--- src/rtl/core/dog_scale_space_extremum_detect_unit_assert.svh ---
// Assertion macros shared by the extremum detector RTL.
`ifndef DOG_SCALE_SPACE_EXTREMUM_DETECT_UNIT_ASSERT_SVH
`define DOG_SCALE_SPACE_EXTREMUM_DETECT_UNIT_ASSERT_SVH

// Same-cycle implication, sampled on clk_i, off while rst_ni is low.
`define DSED_ASSERT_IMP(lbl, ante, cons, msg) \
  lbl: assert property (@(posedge clk_i) disable iff (!rst_ni) (ante) |-> (cons)) \
    else $error(msg);

// Next-cycle implication, sampled on clk_i, off while rst_ni is low.
`define DSED_ASSERT_NXT(lbl, ante, cons, msg) \
  lbl: assert property (@(posedge clk_i) disable iff (!rst_ni) (ante) |=> (cons)) \
    else $error(msg);

`endif

--- src/rtl/core/dsed_pkg.sv ---
// Shared types and constants of the DoG extremum detector.
package dsed_pkg;

  localparam int unsigned MAX_WIDTH_DEF   = 1024;
  localparam int unsigned SAMPLE_BITS_DEF = 16;

  // Register and field widths
  localparam int unsigned THR_BITS      = 15;
  localparam int unsigned FW_BITS       = 11;
  localparam int unsigned FH_BITS       = 13;
  localparam int unsigned BM_BITS       = 7;
  localparam int unsigned CFG_IDX_BITS  = 2;
  localparam int unsigned CFG_DATA_BITS = 15;
  localparam int unsigned ROW_BITS      = 12;
  localparam int unsigned OUT_COL_BITS  = 10;
  // Column arithmetic width, covers widths up to 8192 plus margin
  localparam int unsigned WIDE_BITS     = 14;

  localparam int unsigned LAYERS   = 3;
  localparam int unsigned WIN_TAPS = 9;

  // Register reset values and limits
  localparam logic [THR_BITS-1:0] THR_RST    = THR_BITS'(128);
  localparam logic [FW_BITS-1:0]  WIDTH_RST  = FW_BITS'(1024);
  localparam logic [FH_BITS-1:0]  HEIGHT_RST = FH_BITS'(768);
  localparam logic [BM_BITS-1:0]  MARGIN_RST = BM_BITS'(5);
  localparam int unsigned         MIN_DIM    = 3;
  localparam logic [FH_BITS-1:0]  HEIGHT_MAX = FH_BITS'(4096);

  typedef enum logic [CFG_IDX_BITS-1:0] {
    REG_THRESHOLD = 2'd0,
    REG_WIDTH     = 2'd1,
    REG_HEIGHT    = 2'd2,
    REG_MARGIN    = 2'd3
  } cfg_idx_e;

  // Per-layer comparison result
  typedef struct packed {
    logic all_ge;
    logic all_le;
  } lane_flags_t;

  // Center qualifiers handed to the merge stage
  typedef struct packed {
    logic border_ok;
    logic mag_ok;
    logic negative;
  } center_stat_t;

endpackage

--- src/rtl/core/dsed_lane.sv ---
// One layer lane: compares the center against the taps of its layer.
module dsed_lane import dsed_pkg::*; #(
  parameter int unsigned SampleBits = SAMPLE_BITS_DEF,
  parameter bit          SkipCenter = 1'b0
) (
  input  logic                         clk_i,
  input  logic                         en_i,
  input  logic signed [SampleBits-1:0] center_i,
  input  logic signed [SampleBits-1:0] nbr_i [WIN_TAPS],
  output lane_flags_t                  flags_o
);

  lane_flags_t flags_d;
  lane_flags_t flags_q;

  always_comb begin
    flags_d.all_ge = 1'b1;
    flags_d.all_le = 1'b1;
    for (int k = 0; k < WIN_TAPS; k++) begin
      // middle layer: tap 4 is the center itself
      if (!(SkipCenter && (k == WIN_TAPS / 2))) begin
        if (center_i < nbr_i[k]) flags_d.all_ge = 1'b0;
        if (center_i > nbr_i[k]) flags_d.all_le = 1'b0;
      end
    end
  end

  always_ff @(posedge clk_i) begin
    if (en_i) begin
      flags_q <= flags_d;
    end
  end

  assign flags_o = flags_q;

endmodule

--- config.mk ---
export PLATFORM = sky130hd
export DESIGN_NAME = dsed_lane
export DESIGN_NICKNAME = d
export VERILOG_FILES = /design/src/rtl/core/dog_scale_space_extremum_detect_unit_assert.svh /design/src/rtl/core/dsed_pkg.sv /design/src/rtl/core/dsed_lane.sv
export SDC_FILE = /design/constraint.sdc
export NUM_CORES = 1
export LEC_CHECK = 0
export BUFFER_PORTS_ARGS = -buffer_cell sky130_fd_sc_hd__buf_2
export CAP_MARGIN = 5
export CORE_ASPECT_RATIO = 0.6
export CORE_UTILIZATION = 35
export CTS_CLUSTER_SIZE = 10
export DETAILED_ROUTE_END_ITERATION = 6
export HOLD_SLACK_MARGIN = 0.05
export PLACE_DENSITY = 0.7
export SLEW_MARGIN = 20
export SYNTH_ARGS = -nofsm -noshare
export SYNTH_HDL_FRONTEND = slang
export SYNTH_SLANG_ARGS = --single-unit
--- constraint.sdc ---
create_clock -name clk_i -period 4.2 [get_ports clk_i]
set_input_delay 0.84 -clock clk_i [delete_from_list [all_inputs] [get_ports clk_i]]
set_output_delay 0.84 -clock clk_i [all_outputs]
set_load 0.005 [all_outputs]
# == Yosys cells after proc, flatten, opt, wreduce, memory -nomap -nowiden ==
# Index checks and enable logic that the tools add are counted.
# op_classes
reduce_logical,2
order_cmp,18
muxes,2
# ops
op,count
$gt 16x16->1,9
$lt 16x16->1,9
$reduce_or 8->1,2
$mux 1,2
# totals
inputBits,162
word_cells,24
reg_bits,2
out_inout_bits,2

# == Logic depth before layout (Yosys ltp) ==
# Gate-level depths: netlist of the first run.
# depth
word_depth,2
depth_mapped,9
mapped_depth_nobuf,9

# == Worst setup path after synthesis of the first run ==
# Ideal clock, no wire load.
# synth_path
kind,input to register
from,input nbr_i[15] (netlist name)
to,register flags_q (netlist bit flags_o[1]) (data pin)
t_arrival_ns,3.099
n_path_buf,0
stages,9
t_required_ns,4.030
setup_ns,0.170
slack_ns,0.931
path_cell_list,inv_1 -> ha_1 -> nand4_2 -> or4_4 -> a21o_1 -> a31o_1 -> or3_1 -> or4_1 -> nor4_2
# synth_between
elab_chain_cells,2
# synth_lines
element,line,rtl
from (decl),dsed_lane.sv:9,"input logic signed [SampleBits-1:0] nbr_i [WIN_TAPS],"
$lt 16x16->1,dsed_lane.sv:22,if (center_i < nbr_i[k]) flags_d.all_ge = 1'b0;
$reduce_or 8->1 (no source line),-,
to (signal assigned),dsed_lane.sv:30,flags_q <= flags_d;
to (decl),dsed_lane.sv:14,lane_flags_t flags_q;
# No other way between the ends.
# A chain may end at the register's enable or synchronous reset.

# == Worst setup path after layout of the first run ==
# layout_path
from,input center_i[15]
to,register flags_q (netlist bit flags_o[1]) (data pin)
# layout_between
elab_chain_cells,2
# layout_lines
element,line,rtl
from (decl),dsed_lane.sv:8,"input logic signed [SampleBits-1:0] center_i,"
$lt 16x16->1,dsed_lane.sv:22,
$reduce_or 8->1 (no source line) / $mux 1 (equally long branches),-,
# Several ways; a longest one is shown, not always the timed one.

==> run_results.csv, run 1 <==
group,metric,value,unit
outcome,outcome,"finished clean",
global_routing,grt_max_degree,10,
worst_setup_path,critPathRequiredTime,4250,ps
placement,port_buffers,163,
worst_setup_path,critPathKind,"input port to flip-flop",
pwr,power_density,125,nW/um2
detailed_routing,routed_via_density,5.25,
timing,slew_headroom,67.7,%
synthesis,synthCells,515,
worst_hold_path,min_from,"en_i",
synthesis,synth.largest_area_cell,"ha_1",
timing,setup_viol,0,
die,die_w,136,um
worst_setup_path,cp-startpoint,"center_i[15]",
job,maxCapViolCount,0,
die,die_h,82.5,um
placement,dp_hpwl,11400,um
clock_tree,cts.clk_slew.worst_paths,30,ps
worst_setup_path,cp_max_fo,9,
timing,period_minus_slack,3490,ps
synthesis,synth.distinct_cells,42,
global_routing,grt_pass1_vias,4273,
synthesis,synth_seq_area_share,1.59,%
synthesis,synth-seq-cells,2,
timing,maxSlewViolCount,0,
detailed_routing,antenna_left,0,
layout,largest_register_ffs,2,
worst_setup_path,arrival,3530,ps
clock_tree,cts_resized,0,
detailed_routing,drtPass1Iterations,4,
global_routing,antenna_found_initial,0,
die,fp-row-count,28,
detailed_routing,drc,0,
die,io_pins,164,
synthesis,synth_area_per_cell,7.35,um2
timing,rsz0062_at_grt,"no",
worst_hold_path,min_path_cells,1,
timing,final_hold_viol_count,0,
clock_tree,cts_tree,"built",
detailed_routing,wl_per_cell,15.6,um
layout,drive_gt1_share,25.3,%
detailed_routing,postRouteWirelength,12700,um
placement,gp_congestion,0.969,
layout,antenna-diode-count,0,
global_routing,track_usage,22.9,%
synthesis,synth_common_cells,"144 x ha_1, 140 x inv_1, 51 x a21oi_1, 29 x nand4_1, 19 x nand2_1",
global_routing,grt_overflow,0,
synthesis,ys.warnings.count,0,
clock_tree,holdBufCountCts,0,
die,core-area,10200,um2
timing,finalCritPeriodShare,83.0,%
pwr,p_leak,3.00,nW
clock_tree,postCtsSetupBuffers,0,
timing,fmax,287,MHz
synthesis,synth_edf_count,2,
synthesis,synth.area.top_cells,"ha_1 48%, inv_1 14%, a21oi_1 6.7%",
timing,tightest_slew,473,ps
layout,area_delta_synth_final,28.0,%
synthesis,ys.flop_type,"edfxtp_1",
synthesis,synthArstFlopShare,0,%
clock_tree,clock_sinks,2,
detailed_routing,first_iter_violations,186,
pwr,ir_drop,73.7,uV
clock_tree,cts.path.max_buffers,2,
timing,final.setup.tns,0,ps
synthesis,synth_top_area_share,47.6,%
synthesis,synthMostInstantiatedCell,"ha_1",
clock_tree,h-tree-depth,1,
worst_setup_path,endpoint_kind,"flip-flop",
die,initial_utilization,37.2,%
layout,finalCoreUtilization,47.7,%
clock_tree,cts_root_buf,"clkbuf_16",
detailed_routing,num_vias,4281,
clock_tree,cts_inserted_buffers,3,
layout,finalNetCount,989,
worst_hold_path,hold_path.class,"input port to flip-flop",
synthesis,synth_area,3780,um2
global_routing,grt_pass1_wl,19900,um
worst_setup_path,worstSetupStartpointType,"input port",
synthesis,syn_nets,821,
worst_hold_path,hold_path_end,"flags_o[1]$_SDFFCE_PP0P_",
die,die-area,11200,um2
-- logic make-up (layout without fill, tap and decap cells) --
logic type,after synthesis,count (layout),synth area share (%)
and+or+nand+nor,120,120,18.3
muxes,6,6,1.59
DFF,2,2,1.59
AOI/OAI and AO/OA,103,103,17.1
buffers and inverters,140,306,13.9
adders and majority gates,144,144,47.6
-- report_power, final --
part	internal, W	switching (W)
logic	0.000200	0.000237
clock network	0.000121	0.0000231
registers	0.0000234	0.000000777
total	0.000345	0.000260
-- area by class of cell --
cell class / instances / area, um2
Timing Repair Buffer: 163 / 816
Clock buffer: 3 / 75.1
Multi-Input combinational cell: 373 / 3200
Tap cell: 135 / 169
Inverter: 140 / 526
Fill cell: 1036 / 5320
Sequential cell: 2 / 60.1
-- worst max-delay path by stage --
stage                               end  slack, ps  depth (start not counted)
4_1_cts        flags_o[1]$_SDFFCE_PP0P_        720                          9
3_3_place_gp   flags_o[1]$_SDFFCE_PP0P_        560                          9
5_1_grt        flags_o[1]$_SDFFCE_PP0P_        580                          9
3_5_place_dp   flags_o[1]$_SDFFCE_PP0P_        490                          9
6_report       flags_o[1]$_SDFFCE_PP0P_        710                          9
2_1_floorplan  flags_o[1]$_SDFFCE_PP0P_        930                          9
-- cell usage in the layout, fill, tap and decap left out, types with 6 or more instances in the layout --
master and instances:
nor4_1 7, a21o_1 15, inv_1 140, nand4_1 29, ha_1 144, mux2i_1 6
nor2b_1 11, nor2_1 15, a21oi_1 51, nand3_1 12, o211ai_1 11, buf_2 163
nand2_1 19
-- layer usage --
layer | wire (um) | GRT usage [%] | part of all wire, %
met5 | 0 | 0 | 0
met4 | 206 | 5.67 | 1.6
met3 | 1240 | 2.50 | 9.7
met2 | 5330 | 38.8 | 42
met1 | 5930 | 31.0 | 47
-- critical path, cell delays in order --
cell	delay, ps
buf_2	190
ha_1	370
nand4_2	140
or4_4	560
a21o_1	160
a31o_1	220
or3_1	330
or4_1	450
nor4_2	260
-- per-stage QoR --
| step | instance area, um2 | hold slack [ps] | power (W) | worst slack, ps | cells |
|---|---|---|---|---|---|
| floorplan | 3780 | 952 | 0.000276 | 931 | 515 |
| global placement | 4770 | 1070 | 0.000441 | 562 | 813 |
| detailed placement | 4770 | 1070 | 0.000457 | 490 | 813 |
| CTS | 4840 | 839 | 0.000606 | 720 | 816 |
| global route | 4840 | 850 | 0.000672 | 578 | 816 |
| finish | 4840 | 839 | 0.000605 | 712 | 816 |
Note: power is estimated with default switching activity, not from simulation.
==> inputs of run 2 (changes only) <==
--- a/config.mk
+++ b/config.mk
@@ -12,7 +12,7 @@
 export CTS_CLUSTER_SIZE = 10
 export DETAILED_ROUTE_END_ITERATION = 6
 export HOLD_SLACK_MARGIN = 0.05
-export PLACE_DENSITY = 0.7
+export PLACE_DENSITY = 0.72
 export SLEW_MARGIN = 20
 export SYNTH_ARGS = -nofsm -noshare
 export SYNTH_HDL_FRONTEND = slang
==> constraint.sdc (replaced) <==
create_clock -name clk_i -period 2.9 [get_ports clk_i]
set_input_delay 0.58 -clock clk_i [delete_from_list [all_inputs] [get_ports clk_i]]
set_output_delay 0.58 -clock clk_i [all_outputs]
set_load 0.005 [all_outputs]
==> run_results.csv, run 2 (same netlist as run 1, synthesis figures left out) <==
group,metric,value,unit
layout,largest_register_ffs,2,
worst_setup_path,critPathRequiredTime,2950,ps
worst_hold_path,hold_path.class,"input port to flip-flop",
timing,tightest_slew,434,ps
clock_tree,cts.clk_slew.worst_paths,30,ps
global_routing,grt_max_degree,10,
placement,placed_cell_area,5280,um2
detailed_routing,num_vias,4624,
timing,period_minus_slack,2910,ps
global_routing,antenna_found_initial,0,
placement,gp_congestion,0.853,
placement,port_buffers,163,
worst_setup_path,cp_max_fo,3,
detailed_routing,drtPass1Iterations,5,
worst_setup_path,critPathKind,"input port to flip-flop",
global_routing,grt_pass1_vias,4611,
pwr,p_leak,3.34,nW
worst_hold_path,hold_path_end,"flags_o[1]$_SDFFCE_PP0P_",
worst_setup_path,endpoint_kind,"flip-flop",
clock_tree,cts_inserted_buffers,3,
timing,fmax,343,MHz
die,fp-row-count,28,
pwr,power_density,185,nW/um2
worst_setup_path,worstSetupStartpointType,"input port",
timing,maxSlewViolCount,0,
pwr,combPwrFrac,76.2,%
pwr,power.internal,0.000594,W
pwr,clockPowerShare,20.3,%
layout,layout_commonest_cell,"buf_2",
worst_hold_path,min_path_cells,1,
placement,dp_hpwl,12900,um
outcome,outcome,"finished, violations left",
die,io_pins,164,
die,core-area,10200,um2
die,die_h,82.5,um
layout,final_cell_mix,"162 x buf_2, 140 x inv_1, 138 x ha_1",
layout,fill_cells,995,
detailed_routing,routed_via_density,5.24,
pwr,swShare,41.5,%
pwr,ir_drop,95.9,uV
placement,place_ws,-430,ps
global_routing,track_usage,25.0,%
detailed_routing,drc,0,
global_routing,grt_pass1_wl,21400,um
global_routing,grt_overflow,0,
timing,finalWorstSetupSlack,-14.7,ps
detailed_routing,antenna_left,0,
timing,slew_headroom,70.3,%
detailed_routing,wl_per_cell,16.3,um
clock_tree,cts_root_buf,"clkbuf_16",
timing,setup_viol,1,
layout,drive_gt1_share,34.5,%
timing,final.setup.tns,-14.7,ps
die,initial_utilization,37.2,%
clock_tree,h-tree-depth,1,
clock_tree,holdBufCountCts,0,
layout,fin_cells,883,
layout,area_delta_synth_final,45.2,%
timing,rsz0062_at_grt,"yes",
worst_hold_path,min_from,"en_i",
die,die_w,136,um
pwr,power_frac_seq,3.5,%
timing,finalCritPeriodShare,101,%
layout,finalNetCount,1056,
detailed_routing,postRouteWirelength,14400,um
clock_tree,clock_sinks,2,
worst_setup_path,arrival,2960,ps
die,die-area,11200,um2
detailed_routing,first_iter_violations,191,
clock_tree,cts.path.max_buffers,2,
layout,antenna-diode-count,0,
outcome,violations,"setup timing",
timing,final_hold_viol_count,0,
job,maxCapViolCount,0,
clock_tree,cts_tree,"built",
pwr,p_switching,0.000421,W
placement,placedCellCount,878,
layout,fin_area,5490,um2
==> run 2: changes by cell type in the layout (fill, tap and decap cells not counted), moves of 4 or more <==
cell,before,now
buf_4,0,67
ha_1,144,138
ha_4,0,6
a21oi_1,51,47
a21oi_2,0,4
or4_1,4,0
or4_4,1,5
==> run 2: repair_timing <==
| action | 4_1_cts | 5_1_grt |
|---|---|---|
| gates resized for setup | 6 | 15 |
| pin swaps | 4 | 8 |
| gates cloned | 0 | 0 |
| setup endpoints to repair | 2 | 2 |
| buffers inserted | 1 | 1 |
==> run 2: stage by stage <==
step / hold slack [ps] / total power [W] / utilization [%]
finish: 607 / 0.00102 / 54.1
global route: 596 / 0.00111 / 54.1
CTS: 595 / 0.000990 / 53.2
detailed placement: 819 / 0.000769 / 52.0
global placement: 820 / 0.000733 / 52.0
floorplan: 692 / 0.000402 / -
==> run 2: metal layers <==
metal  global-route usage [%]  routed length [um]
met4                     6.44                 237
met5                        0                   0
met3                     2.38                1070
met1                     32.8                6830
met2                     44.0                6240
==> run 2: worst max path at each step <==
stage / cells past startpoint / to / slack [ps] / startpoint
after CTS: 9 / flags_o[1]$_SDFFCE_PP0P_ / -6 / center_i[8]
final: 9 / flags_o[1]$_SDFFCE_PP0P_ / -10 / center_i[14]
after detailed placement: 9 / flags_o[1]$_SDFFCE_PP0P_ / -430 / center_i[11]
after global placement: 9 / flags_o[1]$_SDFFCE_PP0P_ / -360 / center_i[11]
after floorplan: 9 / flags_o[1]$_SDFFCE_PP0P_ / -50 / nbr_i[10]
after global routing: 10 / flags_o[0]$_SDFFCE_PP0P_ / -80 / center_i[15]
==> run 2: power groups by stage <==
stage	combinational (W)	clock, W	sequential [W]
2_1_floorplan	0.000367	0	0.0000348
3_3_place_gp	0.000697	0	0.0000355
3_5_place_dp	0.000733	0	0.0000356
4_1_cts	0.000747	0.000208	0.0000352
5_1_grt	0.000864	0.000212	0.0000353
6_report	0.000773	0.000206	0.0000354
==> run 2: worst max-delay path, stage by stage <==
cell and delay, ps:
buf_2 120, ha_1 300, nand4_1 220, or3_1 430, a21o_1 180, and4_1 170
or3_4 390, or4_4 430, nor4_2 140
==> run 2: final cells by class <==
cell class	count	area (um2)	area share [%]
multi-input combinational	373	3340	60.8
timing repair buffer	230	1330	24.1
inverter	140	526	9.57
tap	135	169	3.07
clock buffer	3	75.1	1.37
sequential	2	60.1	1.09
==> inputs of run 3 (changes only) <==
--- a/config.mk
+++ b/config.mk
@@ -8,11 +8,11 @@
 export BUFFER_PORTS_ARGS = -buffer_cell sky130_fd_sc_hd__buf_2
 export CAP_MARGIN = 5
 export CORE_ASPECT_RATIO = 0.6
-export CORE_UTILIZATION = 35
+export CORE_UTILIZATION = 54
 export CTS_CLUSTER_SIZE = 10
 export DETAILED_ROUTE_END_ITERATION = 6
 export HOLD_SLACK_MARGIN = 0.05
-export PLACE_DENSITY = 0.72
+export PLACE_DENSITY = 0.89
 export SLEW_MARGIN = 20
 export SYNTH_ARGS = -nofsm -noshare
 export SYNTH_HDL_FRONTEND = slang
==> constraint.sdc (replaced) <==
create_clock -name clk_i -period 3.55 [get_ports clk_i]
set_input_delay 0.71 -clock clk_i [delete_from_list [all_inputs] [get_ports clk_i]]
set_output_delay 0.71 -clock clk_i [all_outputs]
set_load 0.005 [all_outputs]
==> run_results.csv, run 3 (same netlist as run 1, synthesis figures left out) <==
group,metric,value,unit
detailed_routing,first_iter_violations,210,
clock_tree,cts_inserted_buffers,3,
die,fp-row-count,23,
clock_tree,cts.path.max_buffers,2,
detailed_routing,postRouteWirelength,12700,um
die,core-area,6730,um2
worst_hold_path,hold_path_end,"flags_o[0]$_SDFFCE_PP0P_",
placement,gp_congestion,0.947,
die,initial_utilization,56.2,%
layout,largest_register_ffs,2,
placement,place_ws,113,ps
die,die_w,110,um
layout,finalCoreUtilization,72.4,%
timing,finalWorstSetupSlack,269,ps
clock_tree,cts_resized,0,
die,die-area,7360,um2
layout,final_cell_mix,"163 x buf_2, 144 x ha_1, 140 x inv_1",
worst_setup_path,arrival,3330,ps
timing,tightest_slew,527,ps
pwr,ir_drop,99.2,uV
layout,antenna-diode-count,0,
global_routing,grt_pass1_wl,19300,um
detailed_routing,wl_per_cell,16.3,um
clock_tree,holdBufCountCts,0,
layout,finalNetCount,1001,
timing,slew_headroom,64.0,%
worst_setup_path,cp_max_fo,4,
outcome,outcome,"finished clean",
timing,final_hold_viol_count,0,
clock_tree,cts_root_buf,"clkbuf_16",
pwr,power_density,152,nW/um2
clock_tree,h-tree-depth,1,
detailed_routing,num_vias,4445,
global_routing,grt_pass1_vias,4441,
layout,drive_gt1_share,26.6,%
clock_tree,postCtsSetupBuffers,0,
layout,fill_cells,554,
timing,fmax,305,MHz
die,die_h,66.8,um
worst_hold_path,min_path_cells,1,
timing,maxSlewViolCount,0,
detailed_routing,drc,0,
detailed_routing,antenna_left,0,
timing,finalCritPeriodShare,92.4,%
die,io_pins,164,
timing,final.setup.tns,0,ps
global_routing,grt_overflow,0,
worst_setup_path,path_buf_inv,1,
detailed_routing,drtPass1Iterations,5,
placement,port_buffers,163,
pwr,p_leak,3.06,nW
worst_setup_path,cp_slowest_cell,"or4_4",
clock_tree,cts.clk_slew.worst_paths,30,ps
worst_hold_path,hold_path.class,"input port to flip-flop",
clock_tree,clock_sinks,2,
worst_setup_path,path_cells,"buf_2 -> ha_1 -> nand4_2 -> or4_4 -> a21o_1 -> a31o_1 -> or3_1 -> or4_1 -> nor4_2",
job,maxCapViolCount,0,
worst_setup_path,cp_slowest_stage_delay,570,ps
layout,layout_commonest_cell,"buf_2",
layout,area_delta_synth_final,28.8,%
worst_hold_path,min_from,"en_i",
global_routing,grt_max_degree,10,
worst_setup_path,critPathKind,"input port to flip-flop",
worst_setup_path,crit_family,"simple AND/OR/NAND/NOR gates",
worst_setup_path,endpoint_kind,"flip-flop",
clock_tree,cts_tree,"built",
worst_setup_path,critPathRequiredTime,3600,ps
worst_setup_path,worstSetupStartpointType,"input port",
detailed_routing,routed_via_density,5.70,
timing,period_minus_slack,3280,ps
global_routing,track_usage,34.6,%
timing,setup_viol,0,
global_routing,antenna_found_initial,0,
timing,rsz0062_at_grt,"no",
placement,dp_hpwl,11000,um
run 3: cell count changes in the layout (fill, tap and decap cells not counted), moves of 4 or more:
cell,change
buf_4,-55
or4_4,-4
ha_4,-6
a21oi_1,+4
or4_1,+4
ha_1,+6
a21oi_2,-4
run 3: worst max-delay path by stage:
stage | startpoint | end | slack (ps) | cells past startpoint
floorplan | nbr_i[15] | flags_o[1]$_SDFFCE_PP0P_ | 410 | 9
global placement | center_i[15] | flags_o[1]$_SDFFCE_PP0P_ | 170 | 9
detailed placement | center_i[15] | flags_o[1]$_SDFFCE_PP0P_ | 110 | 9
CTS | center_i[15] | flags_o[1]$_SDFFCE_PP0P_ | 310 | 9
global route | center_i[15] | flags_o[1]$_SDFFCE_PP0P_ | 170 | 9
finish | center_i[15] | flags_o[1]$_SDFFCE_PP0P_ | 270 | 9
run 3: area by class of cell:
type	instances	area [um2]	share of cell area (%)
inverters	140	526	10.8
flip-flops and latches	2	60.1	1.23
clock buffers	3	75.1	1.54
repair buffers	175	906	18.6
multi-input cells	373	3200	65.6
well taps	87	109	2.23
run 3: through the flow:
stage / instance area, um2 / hold WS (ps) / cells / total power [W]
finish: 4870 / 721 / 780 / 0.000742
global placement: 4800 / 944 / 777 / 0.000518
global route: 4870 / 719 / 780 / 0.000808
detailed placement: 4800 / 942 / 777 / 0.000553
floorplan: 3780 / 822 / 515 / 0.000326
CTS: 4870 / 718 / 780 / 0.000731
run 3: where the power goes:
group	internal [W]	switching, W	total (W)	leakage (nW)
combinational	0.000251	0.000293	0.000543	3.00
clock	0.000143	0.0000274	0.000171	0.0370
sequential	0.0000276	0.000000509	0.0000281	0.0190
total	0.000422	0.000321	0.000742	3.06
run 3: layer usage:
| layer | track usage [%] | vias to the layer above | part of all wire [%] |
|---|---|---|---|
| met5 | 0 | - | 0 |
| met4 | 13.3 | 0 | 2.3 |
| met3 | 5.77 | 32 | 8.3 |
| met2 | 63.0 | 219 | 46 |
| met1 | 40.6 | 2014 | 43 |
| li1 | - | 2180 | - |
